===== src/htfd_pkg.sv =====
// shared types, constants and crc helper for the humidity/temperature frame decoder
package htfd_pkg;

    localparam int unsigned POS_W = 3;

    // byte positions within a six-byte frame
    localparam logic [POS_W-1:0] POS_W0_HI  = 3'd0;
    localparam logic [POS_W-1:0] POS_W0_LO  = 3'd1;
    localparam logic [POS_W-1:0] POS_W0_CRC = 3'd2;
    localparam logic [POS_W-1:0] POS_W1_HI  = 3'd3;
    localparam logic [POS_W-1:0] POS_W1_LO  = 3'd4;
    localparam logic [POS_W-1:0] POS_W1_CRC = 3'd5;
    localparam logic [POS_W-1:0] FRAME_LEN  = 3'd6;

    localparam logic [7:0] CRC_POLY = 8'h31;
    localparam logic [7:0] CRC_INIT = 8'hFF;

    localparam logic [14:0]        TEMP_SCALE  = 15'd17500;
    localparam logic signed [15:0] TEMP_OFFSET = 16'sd4500;
    localparam logic [13:0]        HUM_SCALE   = 14'd10000;

    localparam logic signed [15:0] TEMP_FAIL = 16'sd25500;
    localparam logic [14:0]        HUM_FAIL  = 15'd25500;

    // both words of a completed frame with their crc verdicts
    typedef struct packed {
        logic [15:0] w0;
        logic        ok0;
        logic [15:0] w1;
        logic        ok1;
    } frame_t;

    // one byte of crc-8, msb first
    function automatic logic [7:0] crc8_byte(input logic [7:0] crc_in, input logic [7:0] data);
        logic [7:0] crc;
        crc = crc_in ^ data;
        for (int i = 0; i < 8; i++)
        begin
            if (crc[7])
            begin
                crc = {crc[6:0], 1'b0} ^ CRC_POLY;
            end
            else
            begin
                crc = {crc[6:0], 1'b0};
            end
        end
        return crc;
    endfunction

endpackage


===== src/htfd_if.sv =====
// request channels of the frame decoder: received bytes in, decoded results out
interface htfd_byte_if;
    logic       valid;
    logic       ready;
    logic [7:0] rx_byte;
    logic       frame_start;

    modport source (output valid, rx_byte, frame_start, input ready);
    modport sink   (input valid, rx_byte, frame_start, output ready);
endinterface

interface htfd_result_if;
    logic               valid;
    logic               ready;
    logic signed [15:0] temperature;
    logic [14:0]        humidity;
    logic               temp_ok;
    logic               hum_ok;

    modport source (output valid, temperature, humidity, temp_ok, hum_ok, input ready);
    modport sink   (input valid, temperature, humidity, temp_ok, hum_ok, output ready);
endinterface


===== src/htfd_collect.sv =====
// byte collector: tracks frame position, runs crc per byte, registers completed frames
module htfd_collect (
    input  logic            clk,
    input  logic            rst_n,
    htfd_byte_if.sink       byte_in,
    output htfd_pkg::frame_t frame,
    output logic            frame_valid,
    input  logic            frame_take
);
    import htfd_pkg::*;

    logic [POS_W-1:0] pos_reg, pos_next;
    logic [POS_W-1:0] pos_eff;
    logic [7:0]       b0_reg, b1_reg, b2_reg, b3_reg, b4_reg;
    logic [7:0]       crc_run_reg;
    logic [7:0]       crc0_reg;
    logic [7:0]       crc_step;
    frame_t           frame_reg;
    logic             frame_valid_reg, frame_valid_next;
    logic             accept;

    assign byte_in.ready = !frame_valid_reg || frame_take;
    assign accept        = byte_in.valid && byte_in.ready;

    // restart on frame_start or an impossible position
    assign pos_eff  = (byte_in.frame_start || pos_reg >= FRAME_LEN) ? POS_W0_HI : pos_reg;
    assign crc_step = crc8_byte((pos_eff == POS_W0_HI || pos_eff == POS_W1_HI) ? CRC_INIT
                                                                               : crc_run_reg,
                                byte_in.rx_byte);

    always_comb
    begin
        pos_next = pos_reg;
        if (accept)
        begin
            pos_next = (pos_eff == POS_W1_CRC) ? POS_W0_HI : pos_eff + 3'd1;
        end
        frame_valid_next = frame_valid_reg;
        if (frame_take)
        begin
            frame_valid_next = 1'b0;
        end
        if (accept && pos_eff == POS_W1_CRC)
        begin
            frame_valid_next = 1'b1;
        end
    end

    always_ff @(posedge clk or negedge rst_n)
    begin
        if (!rst_n)
        begin
            pos_reg         <= POS_W0_HI;
            frame_valid_reg <= 1'b0;
        end
        else
        begin
            pos_reg         <= pos_next;
            frame_valid_reg <= frame_valid_next;
        end
    end

    always_ff @(posedge clk)
    begin
        if (accept)
        begin
            unique case (pos_eff)
                POS_W0_HI:
                begin
                    b0_reg      <= byte_in.rx_byte;
                    crc_run_reg <= crc_step;
                end
                POS_W0_LO:
                begin
                    b1_reg   <= byte_in.rx_byte;
                    crc0_reg <= crc_step;
                end
                POS_W0_CRC:
                begin
                    b2_reg <= byte_in.rx_byte;
                end
                POS_W1_HI:
                begin
                    b3_reg      <= byte_in.rx_byte;
                    crc_run_reg <= crc_step;
                end
                POS_W1_LO:
                begin
                    b4_reg      <= byte_in.rx_byte;
                    crc_run_reg <= crc_step;
                end
                POS_W1_CRC:
                begin
                    frame_reg.w0  <= {b0_reg, b1_reg};
                    frame_reg.ok0 <= (crc0_reg == b2_reg);
                    frame_reg.w1  <= {b3_reg, b4_reg};
                    frame_reg.ok1 <= (crc_run_reg == byte_in.rx_byte);
                end
                default:
                begin
                end
            endcase
        end
    end

    assign frame       = frame_reg;
    assign frame_valid = frame_valid_reg;

endmodule


===== src/htfd_convert.sv =====
// word conversion to hundredths with crc fail substitution, into the result register
module htfd_convert (
    input  logic             clk,
    input  logic             rst_n,
    input  htfd_pkg::frame_t frame,
    input  logic             frame_valid,
    output logic             frame_take,
    input  logic             temp_first,
    htfd_result_if.source    result
);
    import htfd_pkg::*;

    logic [15:0]        traw, hraw;
    logic               tok, hok;
    logic [30:0]        tprod;
    logic [29:0]        hprod;
    logic signed [15:0] temp_val;
    logic [14:0]        hum_val;

    logic               out_valid_reg, out_valid_next;
    logic signed [15:0] temp_reg;
    logic [14:0]        hum_reg;
    logic               tok_reg, hok_reg;

    assign frame_take = frame_valid && (!out_valid_reg || result.ready);

    always_comb
    begin
        if (temp_first)
        begin
            traw = frame.w0;
            tok  = frame.ok0;
            hraw = frame.w1;
            hok  = frame.ok1;
        end
        else
        begin
            traw = frame.w1;
            tok  = frame.ok1;
            hraw = frame.w0;
            hok  = frame.ok0;
        end
    end

    assign tprod = {15'd0, traw} * {16'd0, TEMP_SCALE};
    assign hprod = {14'd0, hraw} * {16'd0, HUM_SCALE};

    // scaled values always fit: temp 0..17499 before offset, hum 0..9999
    assign temp_val = tok ? ($signed({1'b0, tprod[30:16]}) - TEMP_OFFSET) : TEMP_FAIL;
    assign hum_val  = hok ? {1'b0, hprod[29:16]} : HUM_FAIL;

    always_comb
    begin
        out_valid_next = out_valid_reg;
        if (result.ready)
        begin
            out_valid_next = 1'b0;
        end
        if (frame_take)
        begin
            out_valid_next = 1'b1;
        end
    end

    always_ff @(posedge clk or negedge rst_n)
    begin
        if (!rst_n)
        begin
            out_valid_reg <= 1'b0;
        end
        else
        begin
            out_valid_reg <= out_valid_next;
        end
    end

    always_ff @(posedge clk)
    begin
        if (frame_take)
        begin
            temp_reg <= temp_val;
            hum_reg  <= hum_val;
            tok_reg  <= tok;
            hok_reg  <= hok;
        end
    end

    assign result.valid       = out_valid_reg;
    assign result.temperature = temp_reg;
    assign result.humidity    = hum_reg;
    assign result.temp_ok     = tok_reg;
    assign result.hum_ok      = hok_reg;

endmodule


===== src/humidity_temperature_frame_decoder.sv =====
// Humidity / temperature frame decoder: takes one received byte per clock cycle, gathers
// six-byte frames (word0 high, low, crc, word1 high, low, crc), checks each word with crc-8
// (poly 0x31, init 0xff, msb first) and delivers temperature in 0.01 degC and humidity in
// 0.01 % with per-word ok flags; a failing word reads 25500. frame_start restarts the frame
// on any byte. A byte is taken every cycle as long as results are drained. The sixth byte
// loads the frame register at the accepting edge; the frame then goes through the crc-select
// and one multiplier per word into the result register, which loads and raises the result
// valid once the output is free. Input stalls only when both the frame register and the
// result register are held by a stalled output. cfg_wr_data sets temp_first (reset 1:
// first word is temperature); the user must write it only while idle, the block does not enforce it.
module humidity_temperature_frame_decoder (
    input  logic          clk,
    input  logic          rst_n,
    htfd_byte_if.sink     byte_in,
    htfd_result_if.source result,
    input  logic          cfg_wr_en,
    input  logic          cfg_wr_data
);
    import htfd_pkg::*;

    frame_t frame;
    logic   frame_valid;
    logic   frame_take;
    logic   temp_first_reg;

    always_ff @(posedge clk or negedge rst_n)
    begin
        if (!rst_n)
        begin
            temp_first_reg <= 1'b1;
        end
        else if (cfg_wr_en)
        begin
            temp_first_reg <= cfg_wr_data;
        end
    end

    htfd_collect u_collect (
        .clk         (clk),
        .rst_n       (rst_n),
        .byte_in     (byte_in),
        .frame       (frame),
        .frame_valid (frame_valid),
        .frame_take  (frame_take)
    );

    htfd_convert u_convert (
        .clk         (clk),
        .rst_n       (rst_n),
        .frame       (frame),
        .frame_valid (frame_valid),
        .frame_take  (frame_take),
        .temp_first  (temp_first_reg),
        .result      (result)
    );

endmodule

===== src/flat_wrapper.sv =====
// flat-port wrapper written by rule: the top's interface ports become plain ports
module humidity_temperature_frame_decoder_flat import htfd_pkg::*;
  (clk, rst_n, cfg_wr_en, cfg_wr_data, byte_in_valid, byte_in_rx_byte, byte_in_frame_start, byte_in_ready, result_valid, result_temperature, result_humidity, result_temp_ok, result_hum_ok, result_ready);
  htfd_byte_if byte_in_i ();
  htfd_result_if result_i ();
  input  logic clk;
  input  logic rst_n;
  input  logic cfg_wr_en;
  input  logic cfg_wr_data;
  input wire logic [$bits(byte_in_i.valid)-1:0] byte_in_valid;
  input wire logic [$bits(byte_in_i.rx_byte)-1:0] byte_in_rx_byte;
  input wire logic [$bits(byte_in_i.frame_start)-1:0] byte_in_frame_start;
  output wire logic [$bits(byte_in_i.ready)-1:0] byte_in_ready;
  output wire logic [$bits(result_i.valid)-1:0] result_valid;
  output wire logic [$bits(result_i.temperature)-1:0] result_temperature;
  output wire logic [$bits(result_i.humidity)-1:0] result_humidity;
  output wire logic [$bits(result_i.temp_ok)-1:0] result_temp_ok;
  output wire logic [$bits(result_i.hum_ok)-1:0] result_hum_ok;
  input wire logic [$bits(result_i.ready)-1:0] result_ready;
  assign byte_in_i.valid = byte_in_valid;
  assign byte_in_i.rx_byte = byte_in_rx_byte;
  assign byte_in_i.frame_start = byte_in_frame_start;
  assign byte_in_ready = byte_in_i.ready;
  assign result_valid = result_i.valid;
  assign result_temperature = result_i.temperature;
  assign result_humidity = result_i.humidity;
  assign result_temp_ok = result_i.temp_ok;
  assign result_hum_ok = result_i.hum_ok;
  assign result_i.ready = result_ready;
  humidity_temperature_frame_decoder u_core (.clk(clk), .rst_n(rst_n), .byte_in(byte_in_i), .result(result_i), .cfg_wr_en(cfg_wr_en), .cfg_wr_data(cfg_wr_data));
endmodule

===== config.mk =====
export PLATFORM = sky130hd
export DESIGN_NAME = humidity_temperature_frame_decoder_flat
export DESIGN_NICKNAME = d
export VERILOG_FILES = /design/src/htfd_pkg.sv /design/src/htfd_if.sv /design/src/htfd_collect.sv /design/src/htfd_convert.sv /design/src/humidity_temperature_frame_decoder.sv /design/src/flat_wrapper.sv
export SDC_FILE = /design/constraint.sdc
export NUM_CORES = 1
export LEC_CHECK = 0
export ABC_CLOCK_PERIOD_IN_PS = 13470
export BUFFER_PORTS_ARGS = -buffer_cell sky130_fd_sc_hd__buf_2
export CAP_MARGIN = 20
export CORE_MARGIN = 2
export CORE_UTILIZATION = 55
export CTS_CLUSTER_SIZE = 16
export DETAILED_ROUTE_END_ITERATION = 10
export GPL_TIMING_DRIVEN = 1
export PLACE_DENSITY = 0.72
export SLEW_MARGIN = 0
export SYNTH_ARGS = -nofsm -noshare
export SYNTH_HDL_FRONTEND = slang
export SYNTH_SLANG_ARGS = --single-unit
export TNS_END_PERCENT = 100

===== constraint.sdc =====
create_clock -name clk -period 13.47 [get_ports clk]
set_clock_uncertainty 0.05 [all_clocks]
set_input_delay 2.694 -clock clk [delete_from_list [all_inputs] [get_ports clk]]
set_output_delay 2.694 -clock clk [all_outputs]
set_load 0.01 [all_outputs]

==> results.cfg <==
[status]
status = finished, final reports clean

[synth]
ys_seq_area_share_pct = 34.9
synth_flop_cell = edfxtp_1
synthCells = 955
ys_seq_elements = 129
synth_top_area_share_pct = 33.5
synth_top_area_cell = edfxtp_1
synth-edff-count = 123
synth_cell_types = 68
synth_fp_nets = 1213
synthArstFlopShare_pct = 4.65
netlist_area_um2 = 11000
yosys-top-cells-area = edfxtp_1, ha_1, fa_1
avgSynthCellArea_um2 = 11.5
ys_warn_count = 0

[detailed_routing]
drc = 0
drt_wl_total_um = 20100
wl_met1_um = 9360
vias = 6727
wl_per_cell_um = 15.5
wl_met2_um = 9680
wl_met3_um = 692
viasPerCell = 5.19
routed.top_layer = met4
drtIter0Drc = 369
detail-route-antenna-nets = 0
drt_first_pass_iters = 5

[cts]
hold_buffers = 0
cts_tree = done
h-tree-depth = 4
clock-sinks = 129
clock_latency_ps = 420
path_clk_slew_ps = 70
cts_resized = 0
cts_buffers = 17
root_buffer = clkbuf_16
cts_setup_buffers = 0
clockBufferDepth = 2

[timing]
period_needed_ps = 6850
max_freq_ghz = 0.146
rsz0062_at_grt = false
hold_violations = 0
slew_viol_final = 0
finalSetupTns_ps = 0
setup_viol = 0
worst_slew_pin_slew_ps = 846
min_period_over_period_pct = 50.9
slew_headroom_pct = 43.6

[cells_and_area]
seq_area_um2 = 3840
diodes = 0
multi_input_area_um2 = 6350
fillers = 1593
drive_above_1_share_pct = 14.4
fin_nets = 1277
largest_register_ffs = 34
areaGrowthSynthToFinish_pct = 10.2
mostFrequentLayoutCell = inv_1
mostFrequentLayoutCells = inv_1, ha_1, edfxtp_1
layout.cell_area.non_filler_um2 = 12100

[min_path]
hp-class = reg2reg

[die]
core_um2 = 19500
fp.dieW_um = 145
die_h_um = 145
rows = 51
start_util_pct = 56.4
ios = 50
die_area_um2 = 21200

[critical_path]
critPathKind = reg2reg
end_kind = flop
cp.arrival_ps = 6970
startpoint_type = flop
crit_required_ps = 13590
worstPathMaxFanout = 37

[placed_design]
portBuffers = 49
hpwl_um = 15800
placedInstanceArea_um2 = 11600
gp_congestion = 0.928

[global_routing]
antenna_found_initial = 0
overflow = 0
grt_first_pass_wirelength_um = 34200
grt_pass1_vias = 6829
grt_start_max_net_pins = 38
grt_usage_pct = 20.4

[power_and_ir_drop]
p_leak_nw = 5.52
p_per_area_nw_per_um2 = 223
peakVddDrop_mv = 0.197

[run]
drv_cap = 0
## path summary, 6_finish.rpt
check / start / to / slack, ps / depth (start not counted)
worst max-delay path: u_core.temp_first_reg / u_core.u_convert.result.temperature[13] / 6620 / 21
worst min-delay path: u_core.u_collect.b0_reg[3] / u_core.u_collect.frame[29] / 360 / 0
worst max register to register: u_core.temp_first_reg / u_core.u_convert.result.temperature[13] / 6620 / 21
worst min register to register: u_core.u_collect.b0_reg[3] / u_core.u_collect.frame[29] / 360 / 0
max in group asynchronous: rst_n / u_core.temp_first_reg / 11120 / 1
min in group asynchronous: rst_n / u_core.u_collect.pos_reg[0] / 2030 / 1
## layer usage
metal  track usage (%)  vias to the layer above
li1                  -                     3376
met1              27.3                     3188
met2              34.0                      136
met3              3.48                       27
met4              6.67                        0
met5                 0                        -
## cell usage after synthesis, types with 2 or more instances
| library cell | count |
|---|---|
| inv_1 | 194 |
| ha_1 | 165 |
| edfxtp_1 | 123 |
| fa_1 | 78 |
| xnor2_1 | 55 |
| nor2_1 | 43 |
| nand2_1 | 33 |
| a21oi_1 | 31 |
| mux2_2 | 28 |
| o21ai_0 | 18 |
| xor2_1 | 17 |
| nand2b_1 | 11 |
| a21o_1 | 10 |
| mux2i_1 | 10 |
| nand3_1 | 10 |
| nor3_1 | 8 |
| nand4_1 | 7 |
| a211oi_2 | 6 |
| and3_1 | 6 |
| o21a_1 | 6 |
| o21ai_1 | 6 |
| a211oi_1 | 5 |
| buf_6 | 5 |
| clkbuf_1 | 5 |
| dfrtp_1 | 5 |
| nor4_1 | 4 |
| o21ai_2 | 4 |
| o21bai_1 | 4 |
| or3_1 | 4 |
| a21oi_2 | 3 |
| nand3b_1 | 3 |
| o211ai_1 | 3 |
| or2_2 | 3 |
| a221oi_1 | 2 |
| and2_1 | 2 |
| and2_2 | 2 |
| clkinv_1 | 2 |
| nor2b_1 | 2 |
| o221ai_1 | 2 |
| o311ai_4 | 2 |
## metrics by stage
| stage | power (mW) | instances | worst slack, ps | hold slack [ps] | util [%] |
|---|---|---|---|---|---|
| 2_1_floorplan | 1.96 | 955 | 7160 | 350 | - |
| 3_3_place_gp | 2.22 | 1265 | 6750 | 352 | 59.2 |
| 3_5_place_dp | 2.24 | 1265 | 6670 | 355 | 59.2 |
| 4_1_cts | 2.71 | 1297 | 6620 | 361 | 62.1 |
| 5_1_grt | 2.97 | 1297 | 6170 | 370 | 62.1 |
| 6_report | 2.70 | 1297 | 6620 | 360 | 62.1 |
## layout make-up
class | count | area share, %
Clock inverter | 14 | 1.15
Clock buffer | 18 | 3.54
Sequential cell | 129 | 31.7
Inverter | 196 | 6.06
Timing Repair Buffer | 56 | 2.45
Multi-Input combinational cell | 619 | 52.4
Tap cell | 265 | 2.73
## report_power, final
group	switching, mW	total [mW]	internal, mW
logic	0.988	1.71	0.725
registers	0.0235	0.533	0.510
clock network	0.193	0.454	0.260
total	1.21	2.70	1.49
## critical path, cell delays in order (launching register included)
cell and delay, ps:
dfstp_2 1050, mux2i_1 460, inv_1 210, ha_1 340
inv_1 50, fa_1 500, inv_1 40, ha_1 290
fa_1 480, inv_1 50, fa_1 520, inv_1 40
ha_1 380, a21oi_1 250, o21ai_2 150, a211oi_2 330
o21ai_2 180, xnor2_1 180, a21o_1 250, a211oi_4 310
nor4_1 100, or3_1 370
## logic make-up (layout without fill, tap and decap cells)
kind of cell | count (synthesis) | count (layout) | synth area share [%]
AO/OA/AOI/OAI | 120 | 120 | 8.46
multiplexers | 39 | 39 | 3.91
buffers and inverters | 207 | 284 | 7.43
AND/OR/NAND/NOR | 144 | 144 | 6.47
XOR/XNOR | 73 | 73 | 5.88
adder cells (fa/ha/maj) | 243 | 243 | 32.9
flip-flops | 129 | 129 | 34.9
Note: power is estimated with default switching activity, not from simulation.
